--- config.mk ---
export PLATFORM = sky130hd
export DESIGN_NAME = nrts_ram
export DESIGN_NICKNAME = d
export VERILOG_FILES = /design/src/nrts_ram.sv
export SDC_FILE = /design/constraint.sdc
export NUM_CORES = 1
export LEC_CHECK = 0
export BUFFER_PORTS_ARGS = -buffer_cell sky130_fd_sc_hd__buf_2
export CAP_MARGIN = 20
export CORE_UTILIZATION = 60
export CTS_BUF_LIST = sky130_fd_sc_hd__clkbuf_4 sky130_fd_sc_hd__clkbuf_8 sky130_fd_sc_hd__clkbuf_16
export DETAILED_ROUTE_END_ITERATION = 16
export GPL_TIMING_DRIVEN = 0
export PLACE_DENSITY = 0.78
export SLEW_MARGIN = 20
export SYNTH_ARGS = -nofsm -noshare
export SYNTH_HDL_FRONTEND = slang
export SYNTH_SLANG_ARGS = --single-unit
--- constraint.sdc ---
create_clock -name i_clk -period 2.61 [get_ports i_clk]
set_clock_uncertainty 0.15 [all_clocks]
set_input_delay 0.522 -clock i_clk [delete_from_list [all_inputs] [get_ports i_clk]]
set_output_delay 0.522 -clock i_clk [all_outputs]
set_load 0.01 [all_outputs]
--- src/nrts_ram.sv ---
// Generic single-port RAM with registered read
module nrts_ram #(
    parameter int WIDTH = 8,
    parameter int DEPTH = 16
) (
    input  logic                     i_clk,
    input  logic                     i_we,
    input  logic [$clog2(DEPTH)-1:0] i_addr,
    input  logic [WIDTH-1:0]         i_wdata,
    output logic [WIDTH-1:0]         o_rdata
);
    logic [WIDTH-1:0] r_mem [DEPTH];
    logic [WIDTH-1:0] r_rdata;

    always_ff @(posedge i_clk) begin
        if (i_we) begin
            r_mem[i_addr] <= i_wdata;
        end
        r_rdata <= r_mem[i_addr];
    end

    assign o_rdata = r_rdata;
endmodule

==> results.py <==
metrics = {
    "floorplanning": {
        "io_pins": 22,
        "total_die_area_um2": 8820,
        "start_util": 0.620,
        "num_rows": 33,
        "core_area_um2": 8180,
        "die_h_um": 93.9,
        "die_width_um": 93.9,
    },
    "routing": {
        "postRouteAntennaNets": 0,
        "drtIter0Drc": 388,
        "postRouteWirelength_um": 10100,
        "routedWlPerCell_um": 26.2,
        "drt-pass1-iter-count": 8,
        "detail_route.vias_per_cell": 6.43,
        "via_count": 2490,
        "drcViolationCount": 0,
    },
    "sta": {
        "finalWorstSetupSlack_ps": 444,
        "maxClockFrequency_ghz": 0.462,
        "final_max_slew_viol_count": 0,
        "fin_crit_sh": 0.830,
        "timing.max_slew.rel_slack": 0.450,
        "rsz_0062_raised_after_global_routing": "false",
        "layout_min_cycle_time_ps": 2170,
        "worst_slew_pin_slew_ps": 822,
        "final-hold-violation-count": 0,
        "finalSetupViolCount": 0,
    },
    "clock_network": {
        "cts_tree": "built",
        "clock_slew_at_reported_path_ffs_ps": 60,
        "post-cts-setup-buffers": 0,
        "max-clock-path-buffers": 2,
        "cts_sink_count": 136,
        "cts-hold-fix-buffers": 0,
        "clkLatencyLatePin_ps": 520,
        "cts.root.buffer_cell": "sky130_fd_sc_hd__clkbuf_8",
        "tritoncts.num_buffers": 17,
        "cts.repair.resized": 0,
        "cts_htree_levels": 4,
    },
    "logic_synthesis": {
        "post_synth_and_or_nand_nor_area_fraction": 0.0321,
        "synth_area_per_cell_um2": 22.0,
        "async_flop_share": 0,
        "synth_enable_flop_cells": 128,
        "syn_inst_count": 230,
        "ys_seq_elements": 136,
        "synth.cells.most_frequent": "sky130_fd_sc_hd__edfxtp_1 (128), sky130_fd_sc_hd__mux4_2 (32), sky130_fd_sc_hd__a22oi_1 (16)",
        "synth_compound_area_frac": 0.0237,
        "yosys.area.top_type": "sky130_fd_sc_hd__edfxtp_1",
        "ys_seq_area_frac": 0.790,
        "mappedNetlistArea_um2": 5070,
        "yosysWarnings": 0,
        "cell_with_the_most_instances_after_synthesis": "sky130_fd_sc_hd__edfxtp_1",
        "yosys-top-cells-area": "sky130_fd_sc_hd__edfxtp_1 (76%), sky130_fd_sc_hd__mux4_2 (14%), sky130_fd_sc_hd__dfxtp_1 (3.2%)",
        "synth.net_count": 244,
        "post_synth_xor_area_fraction": 0,
        "synth.area.mux_share": 0.142,
        "area_share_of_fa_ha_maj_cells_after_synthesis": 0,
        "synth_top_area_share": 0.759,
        "main_combinational_cell_family_by_area_after_synthesis": "multiplexers",
        "synth_cell_type_count": 18,
        "ys.flop_type": "sky130_fd_sc_hd__edfxtp_1",
    },
    "setup_path": {
        "setup.worst_path.end_class": "register",
        "cp_max_fo": 10,
        "timing_worst_setup_path_type": "in2reg",
        "timing.critical_path.arrival_ps": 2160,
        "critical_path.startpoint_type": "primary input",
        "cp_data_required_time_ps": 2610,
    },
    "power": {
        "power.total_mw": 5.31,
        "vdd_ir_drop_max_mv": 0.695,
        "powerDensity_nw_per_um2": 889,
        "cellLeakagePower_nw": 1.97,
    },
    "grt": {
        "globalRoute.busiestLayer": "met2",
        "met2_track_demand_over_resource_in_global_routing": 0.402,
        "antenna_found_initial": 0,
        "grt_util_all_layers": 0.262,
        "grt_start_max_net_pins": 17,
        "grt_first_pass_wirelength_um": 15200,
        "use_met1": 0.366,
        "number_of_global_route_vias_before_repair": 2428,
        "gr-usage-met3": 0.0825,
        "grt-ovfl-total": 0,
    },
    "place": {
        "port_buffers": 19,
        "detailed_place_hpwl_um": 5770,
        "dp_worst_setup_slack_ps": -102,
        "postPlaceCellArea_um2": 5320,
        "global_placement_routability_congestion": 0.745,
    },
    "final_layout": {
        "fillCellCount": 454,
        "final_cell_area_um2": 5970,
        "drive_above_1_share": 0.330,
        "area_taken_by_multi_input_logic_gates_um2": 1020,
        "seq_cell_area_um2": 4000,
        "area.growth.synth_to_final_pct": 17.8,
        "n_antenna_cell": 0,
        "nets_finish": 283,
        "finish.utilization": 0.730,
    },
    "run": {
        "maxCapViolCount": 0,
    },
    "min_path": {
        "hold_path.class": "in2reg",
    },
    "status": {
        "run_status": "completed",
    },
}
## critical path: stages
cell and delay [ps]:
sky130_fd_sc_hd__buf_2 250, sky130_fd_sc_hd__buf_1 460, sky130_fd_sc_hd__nand2_1 230, sky130_fd_sc_hd__nor2_1 680
## path summary, 6_finish.rpt
check | cells past startpoint | from | end | slack [ps]
max | 4 | i_addr[1] | r_mem[11][3] | 440
min | 1 | i_wdata[4] | r_mem[9][4] | 260
max reg2reg | 3 | r_mem[3][3] | o_rdata[3] | 1040
min reg2reg | 3 | r_mem[11][4] | o_rdata[4] | 540
## flip-flops by register name, indices dropped and copies added, names as in the netlist
signal / cells
o_rdata: 8
r_mem: 128
## power breakdown
group	internal, mW	total, mW	switching [mW]
Sequential	2.44	2.46	0.0139
Combinational	0.0928	0.236	0.144
Clock	1.76	2.61	0.851
## layer usage
| layer | wire [um] | up-vias |
|---|---|---|
| li1 | - | 1040 |
| met1 | 4060 | 1271 |
| met3 | 799 | 25 |
| met4 | 176 | 0 |
| met2 | 5110 | 154 |
| met5 | 0 | - |
## final cells by class
type                       count  share of cell area
buffer                        11              0.0101
clock buffer                  19              0.0719
tap                          105              0.0220
timing repair buffer          20              0.0172
multi-input combinational     83               0.171
sequential                   136               0.671
clock inverter                13              0.0377
## cells by family (layout without fill, tap and decap cells)
group / after synthesis / in the layout
buf+inv: 11 / 63
flops: 136 / 136
mux: 32 / 32
compound gates: 16 / 16
simple gates: 35 / 35
## stage by stage
stage | instances | hold WS [ps] | setup TNS (ps)
floorplan | 230 | 471 | 0
global placement | 354 | 516 | -873
detailed placement | 355 | 528 | -3570
CTS | 387 | 237 | 0
global route | 387 | 244 | 0
finish | 387 | 255 | 0
## cell usage in the layout (no fill, tap or decap), drive strengths merged, types with 2 or more instances in the layout
master / n
edfxtp: 128
mux4: 32
buf: 28
clkbuf: 22
a22oi: 16
nor2: 13
nand2: 9
dfxtp: 8
bufinv: 6
clkinv: 5
nor3: 4
nor2b: 2
nand3b: 2
nand2b: 2
(Power assumes the default switching activity.)
