$ cat config.mk
export PLATFORM = sky130hd
export DESIGN_NAME = nrts_lane
export DESIGN_NICKNAME = d
export VERILOG_FILES = /design/src/nrts_pkg.sv /design/src/nrts_lane.sv
export SDC_FILE = /design/constraint.sdc
export NUM_CORES = 2
export LEC_CHECK = 0
export BUFFER_PORTS_ARGS = -buffer_cell sky130_fd_sc_hd__buf_2
export CORE_ASPECT_RATIO = 0.75
export CORE_MARGIN = 2
export CORE_UTILIZATION = 25
export DETAILED_ROUTE_END_ITERATION = 10
export SYNTH_ARGS = -nofsm -noshare
export SYNTH_HDL_FRONTEND = slang
export SYNTH_SLANG_ARGS = --single-unit
$ cat constraint.sdc
create_clock -name i_clk -period 9.6 [get_ports i_clk]
set_input_delay 1.92 -clock i_clk [delete_from_list [all_inputs] [get_ports i_clk]]
set_output_delay 1.92 -clock i_clk [all_outputs]
set_load 0.05 [all_outputs]
$ cat src/nrts_pkg.sv
// Package: shared constants, types and helpers for the rotation table search
package nrts_pkg;

    localparam int TABLE_DEPTH  = 1024;
    localparam int MAX_REPORT   = 32;
    localparam int ELEMENT_BITS = 16;
    localparam int ELEMS        = 9;
    localparam int LANES        = 3;
    localparam int ELEM_PER_LN  = ELEMS / LANES;

    localparam int IDX_W   = $clog2(TABLE_DEPTH);
    localparam int CNT_W   = $clog2(TABLE_DEPTH + 1);
    localparam int REP_W   = $clog2(MAX_REPORT + 1);
    localparam int POS_W   = (MAX_REPORT > 1) ? $clog2(MAX_REPORT) : 1;
    localparam int DIST_W  = 36;
    localparam int ENTRY_W = ELEMS * ELEMENT_BITS;
    localparam int DIFF_W  = ELEMENT_BITS + 1;
    localparam int SQ_W    = 2 * DIFF_W;
    localparam int LSUM_W  = SQ_W + 2;

    localparam logic [DIST_W-1:0] DIST_MAX = {DIST_W{1'b1}};
    localparam logic [REP_W-1:0]  REPORT_RESET = REP_W'(20);

    localparam int PADDR_W = 1;
    localparam logic [PADDR_W-1:0] REG_TABLE_COUNT  = 1'b0;
    localparam logic [PADDR_W-1:0] REG_REPORT_COUNT = 1'b1;

    localparam logic MODE_LOAD  = 1'b0;
    localparam logic MODE_QUERY = 1'b1;

    typedef logic signed [ELEMENT_BITS-1:0] t_elem;
    typedef t_elem [ELEMS-1:0] t_matrix;

    typedef struct packed {
        logic              mode;
        logic [IDX_W-1:0]  entry_index;
        t_matrix           m;
    } t_req;

    typedef struct packed {
        logic [IDX_W-1:0]  match_index;
        logic [DIST_W-1:0] distance_sq;
        logic              last_of_run;
        logic              table_empty;
    } t_rsp;

    // one distance candidate from the lane merge into the sorted list
    typedef struct packed {
        logic              valid;
        logic              first;
        logic [IDX_W-1:0]  index;
        logic [DIST_W-1:0] dsq;
    } t_cand;

    function automatic logic [DIST_W-1:0] sat_add(logic [DIST_W-1:0] a,
                                                   logic [DIST_W-1:0] b);
        logic [DIST_W:0] s;
        s = {1'b0, a} + {1'b0, b};
        return s[DIST_W] ? DIST_MAX : s[DIST_W-1:0];
    endfunction

    function automatic logic [DIST_W-1:0] widen(logic [LSUM_W-1:0] v);
        if (LSUM_W > DIST_W) begin
            return (v > LSUM_W'(DIST_MAX)) ? DIST_MAX : DIST_W'(v);
        end
        return DIST_W'(v);
    endfunction

endpackage

$ cat src/nrts_lane.sv
// Distance lane: squared differences over one row of the matrix
module nrts_lane (
    input  logic                                i_clk,
    input  logic [nrts_pkg::ELEM_PER_LN-1:0][nrts_pkg::ELEMENT_BITS-1:0] i_a,
    input  logic [nrts_pkg::ELEM_PER_LN-1:0][nrts_pkg::ELEMENT_BITS-1:0] i_b,
    output logic [nrts_pkg::LSUM_W-1:0]        o_sum
);
    import nrts_pkg::*;

    logic [ELEM_PER_LN-1:0][SQ_W-1:0] r_sq;
    logic [LSUM_W-1:0]                r_sum;
    logic [ELEM_PER_LN-1:0][SQ_W-1:0] n_sq;
    logic [LSUM_W-1:0]                n_sum;

    always_comb begin
        for (int k = 0; k < ELEM_PER_LN; k++) begin
            logic signed [DIFF_W-1:0] d;
            logic signed [SQ_W-1:0]   p;
            d = DIFF_W'($signed(i_a[k])) - DIFF_W'($signed(i_b[k]));
            // product sized by the assignment, operands sign-extended
            p = d * d;
            n_sq[k] = $unsigned(p);
        end
        n_sum = '0;
        for (int k = 0; k < ELEM_PER_LN; k++) begin
            n_sum = n_sum + LSUM_W'(r_sq[k]);
        end
    end

    always_ff @(posedge i_clk) begin
        r_sq  <= n_sq;
        r_sum <= n_sum;
    end

    assign o_sum = r_sum;
endmodule

==> metrics.csv <==
stage;metric;value;unit
logic_synthesis;library cells used by synthesis;75;
die;boundary pin count;133;
global_route;initial antenna violation count;1;
logic_synthesis;Post-synth EDFFs;0;
setup_path;Critical Path End Type;flop;
setup_path;CP most frequent cell;fa_1;
sta;endpoints failing setup;0;
logic_synthesis;post-synthesis mux area share;0.139;%
logic_synthesis;Primary FF master, synth;dfxtp_1;
routing;Routed Antenna Nets;0;
routing;detailed-route wire length;92.5;mm
layout;most common cell after layout, fill and taps aside;inv_1;
routing;Initial DRC Count;1468;
setup_path;Worst setup SP type;input pin;
setup_path;worst endpoint required time;9.93;ns
logic_synthesis;largest family of logic cells by synthesized area;adder cells;
setup_path;Worst Path Class, Setup;input pin to flop;
setup_path;slowest stage cell, crit path;fa_1;
routing;via/cell ratio;4.23;
layout;most frequent cells in the layout;1034 x inv_1, 845 x fa_1, 397 x buf_4;
logic_synthesis;Synth Area in Simple Gates;9.79;%
logic_synthesis;Cells after Synth;3886;
sta;final hold violations;0;
flow_run;MaxCap Viol Count;0;
place;Final Wtd Congestion;0.922;
sta;Final period util;96.7;%
setup_path;crit-path max cell delay;0.54;ns
cts;H-tree levels;4;
cts;Worst-path clk slew;0.07;ns
logic_synthesis;Yosys reg bits;135;
logic_synthesis;area share of the largest cell type after synthesis;47.1;%
layout;Core Util, Final;29.8;%
cts;Num CTS Buffers;17;
place;DPL Wire Length;83.4;mm
layout;layout cells sized above 1;14.6;%
cts;Root Buffer;clkbuf_16;
die;FP Rows;120;
global_route;vias in the first global route;28800;
sta;unrepaired setup endpoints after global routing;yes;
cts;Worst-Skew Late Latency;0.45;ns
sta;Slew @ Worst Pin;0.735;ns
logic_synthesis;Synth Area in Adders;58.7;%
cts;clock sink count;135;
logic_synthesis;top post-synthesis cells by area;fa_1 47%, ha_1 12%, inv_1 11%;
sta;fin crit period;9.29;ns
layout;Sequential Area;2700;um2
cts;CTS max path bufs;2;
sta;skew final;0.0200;ns
setup_path;Data arrival, critical path;9.62;ns
routing;DRC;0;
logic_synthesis;Syn Area/Cell;9.27;um2
sta;fmax;108;MHz
place;port bufs;132;
die;Die Span Y;333;um
layout;Fillers;15000;
place;placed instance count;6221;
layout;area taken by multi-input logic gates;29200;um2
routing;drt first pass iters;5;
logic_synthesis;Seq/Total Area, Yosys;7.51;%
sta;Slew HR;50.7;%
global_route;GRT overflow;0;
logic_synthesis;leading area contributor after synthesis;fa_1;
die;Core Box Area;143000;um2
global_route;largest net degree at the start of global routing;18;
worst_hold_path;Worst Hold Class;flop to flop;
run_status;status;complete, no violations;
logic_synthesis;Synthesis Warnings;0;
setup_path;crit path max fanout;9;
place;Place WS;-0.438;ns
sta;final worst-path setup slack;0.313;ns
die;starting density of the core;25.2;%
logic_synthesis;xor and xnor area share after synthesis;4.31;%
layout;Final Non-Filler Cells;6257;
routing;DR WL/cell;14.8;um
logic_synthesis;Compound-Gate Fraction of Synth Area;7.63;%
routing;vias;26500;
die;Die X;442;um
sta;Slew Limit Fails;0;
layout;synth-to-layout area growth;18.2;%
global_route;Total GRT Usage;13.2;%
cts;CTS tree;yes;
die;die area;147000;um2
global_route;first-pass GRT wire length;155;mm
logic_synthesis;Post-synth ARST share;0;%
layout;Final nets;5628;
logic_synthesis;Post-Synthesis Cell Area;36000;um2
[metal layers]
metal	up-vias	GRT usage (%)	part of all wire, %
li1	12500	-	-
met3	55	2.57	7.3
met2	698	19.7	42
met1	13200	19.9	49
met5	-	0	0
met4	0	1.92	1.2
[kinds of logic after synthesis]
logic type	Yosys count
adder cells (fa/ha/maj)	1180
flip-flops	135
AND/OR/NAND/NOR	837
buffers and inverters	1143
multiplexers	5
XOR/XNOR	177
AO/OA/AOI/OAI	408
other	1
[cells in the mapped netlist (all sizes together) (5+ instances only)]
library cell / number
o21ai: 73
a211o: 7
and3: 21
o21bai: 19
or3: 14
xnor2: 130
nand3: 21
a21oi: 115
a211oi: 11
nor3b: 5
a21boi: 8
o211ai: 10
nor2b: 24
buf: 9
nand2: 327
and2: 7
clkbuf: 80
nor3: 19
dfxtp: 135
fa: 848
a21o: 56
inv: 1052
o21a: 28
a2111oi: 7
nand2b: 23
nor2: 350
or2: 7
o31ai: 15
xor2: 47
o2111ai: 5
mux2i: 5
ha: 332
a31oi: 10
a221oi: 5
[per-stage QoR]
step | area [um2] | setup TNS, ns | hold slack, ns
2_1_floorplan | 36000 | 0 | 0.549
3_3_place_gp | 41700 | -1.97 | 0.557
3_5_place_dp | 41700 | -3.28 | 0.582
4_1_cts | 42300 | 0 | 0.596
5_1_grt | 42500 | -0.0289 | 0.630
6_report | 42500 | 0 | 0.590
[critical path, delay by kind of cell]
family                   cells  cell delay (ns)
XOR/XNOR                     2             0.34
adder cells (fa/ha/maj)      9             3.79
AND/OR/NAND/NOR              5             0.73
buffers and inverters        8             0.73
AO/OA/AOI/OAI               11             2.08
[state kept, by name, indices dropped and copies added (netlist names)]
| register | count |
|---|---|
| r_sq | 99 |
| o_sum | 36 |
[worst paths after layout]
kind / start / end / slack (ns) / depth (start not counted)
worst max-delay path: i_a[32] / r_sq[101]$_DFF_P_ / 0.31 / 35
worst max register to register: r_sq[73]$_DFF_P_ / o_sum[33]$_DFF_P_ / 5.85 / 11
worst min-delay path: r_sq[68]$_DFF_P_ / o_sum[0]$_DFF_P_ / 0.59 / 3
worst min register to register: r_sq[68]$_DFF_P_ / o_sum[0]$_DFF_P_ / 0.59 / 3
[cell type report]
| cell class | instances | share of cell area, % |
|---|---|---|
| diodes | 2 | 0.0118 |
| clock buffers | 18 | 1.03 |
| clock inverters | 14 | 0.423 |
| inverters | 1054 | 9.30 |
| multi-input cells | 2610 | 68.6 |
| flip-flops and latches | 135 | 6.35 |
| well taps | 1891 | 5.56 |
| repair buffers | 533 | 8.70 |
[timing repair]
action / 4_1_cts / 5_1_grt
endpoints found under the setup margin: 0 / 26
hold buffers: 0 / 0
gates resized for setup: 0 / 46
setup buffers: 0 / 2
Power is left out: the tool's default activity adds up to more than one toggle a clock period on the data nets, which glitch-free logic cannot reach.
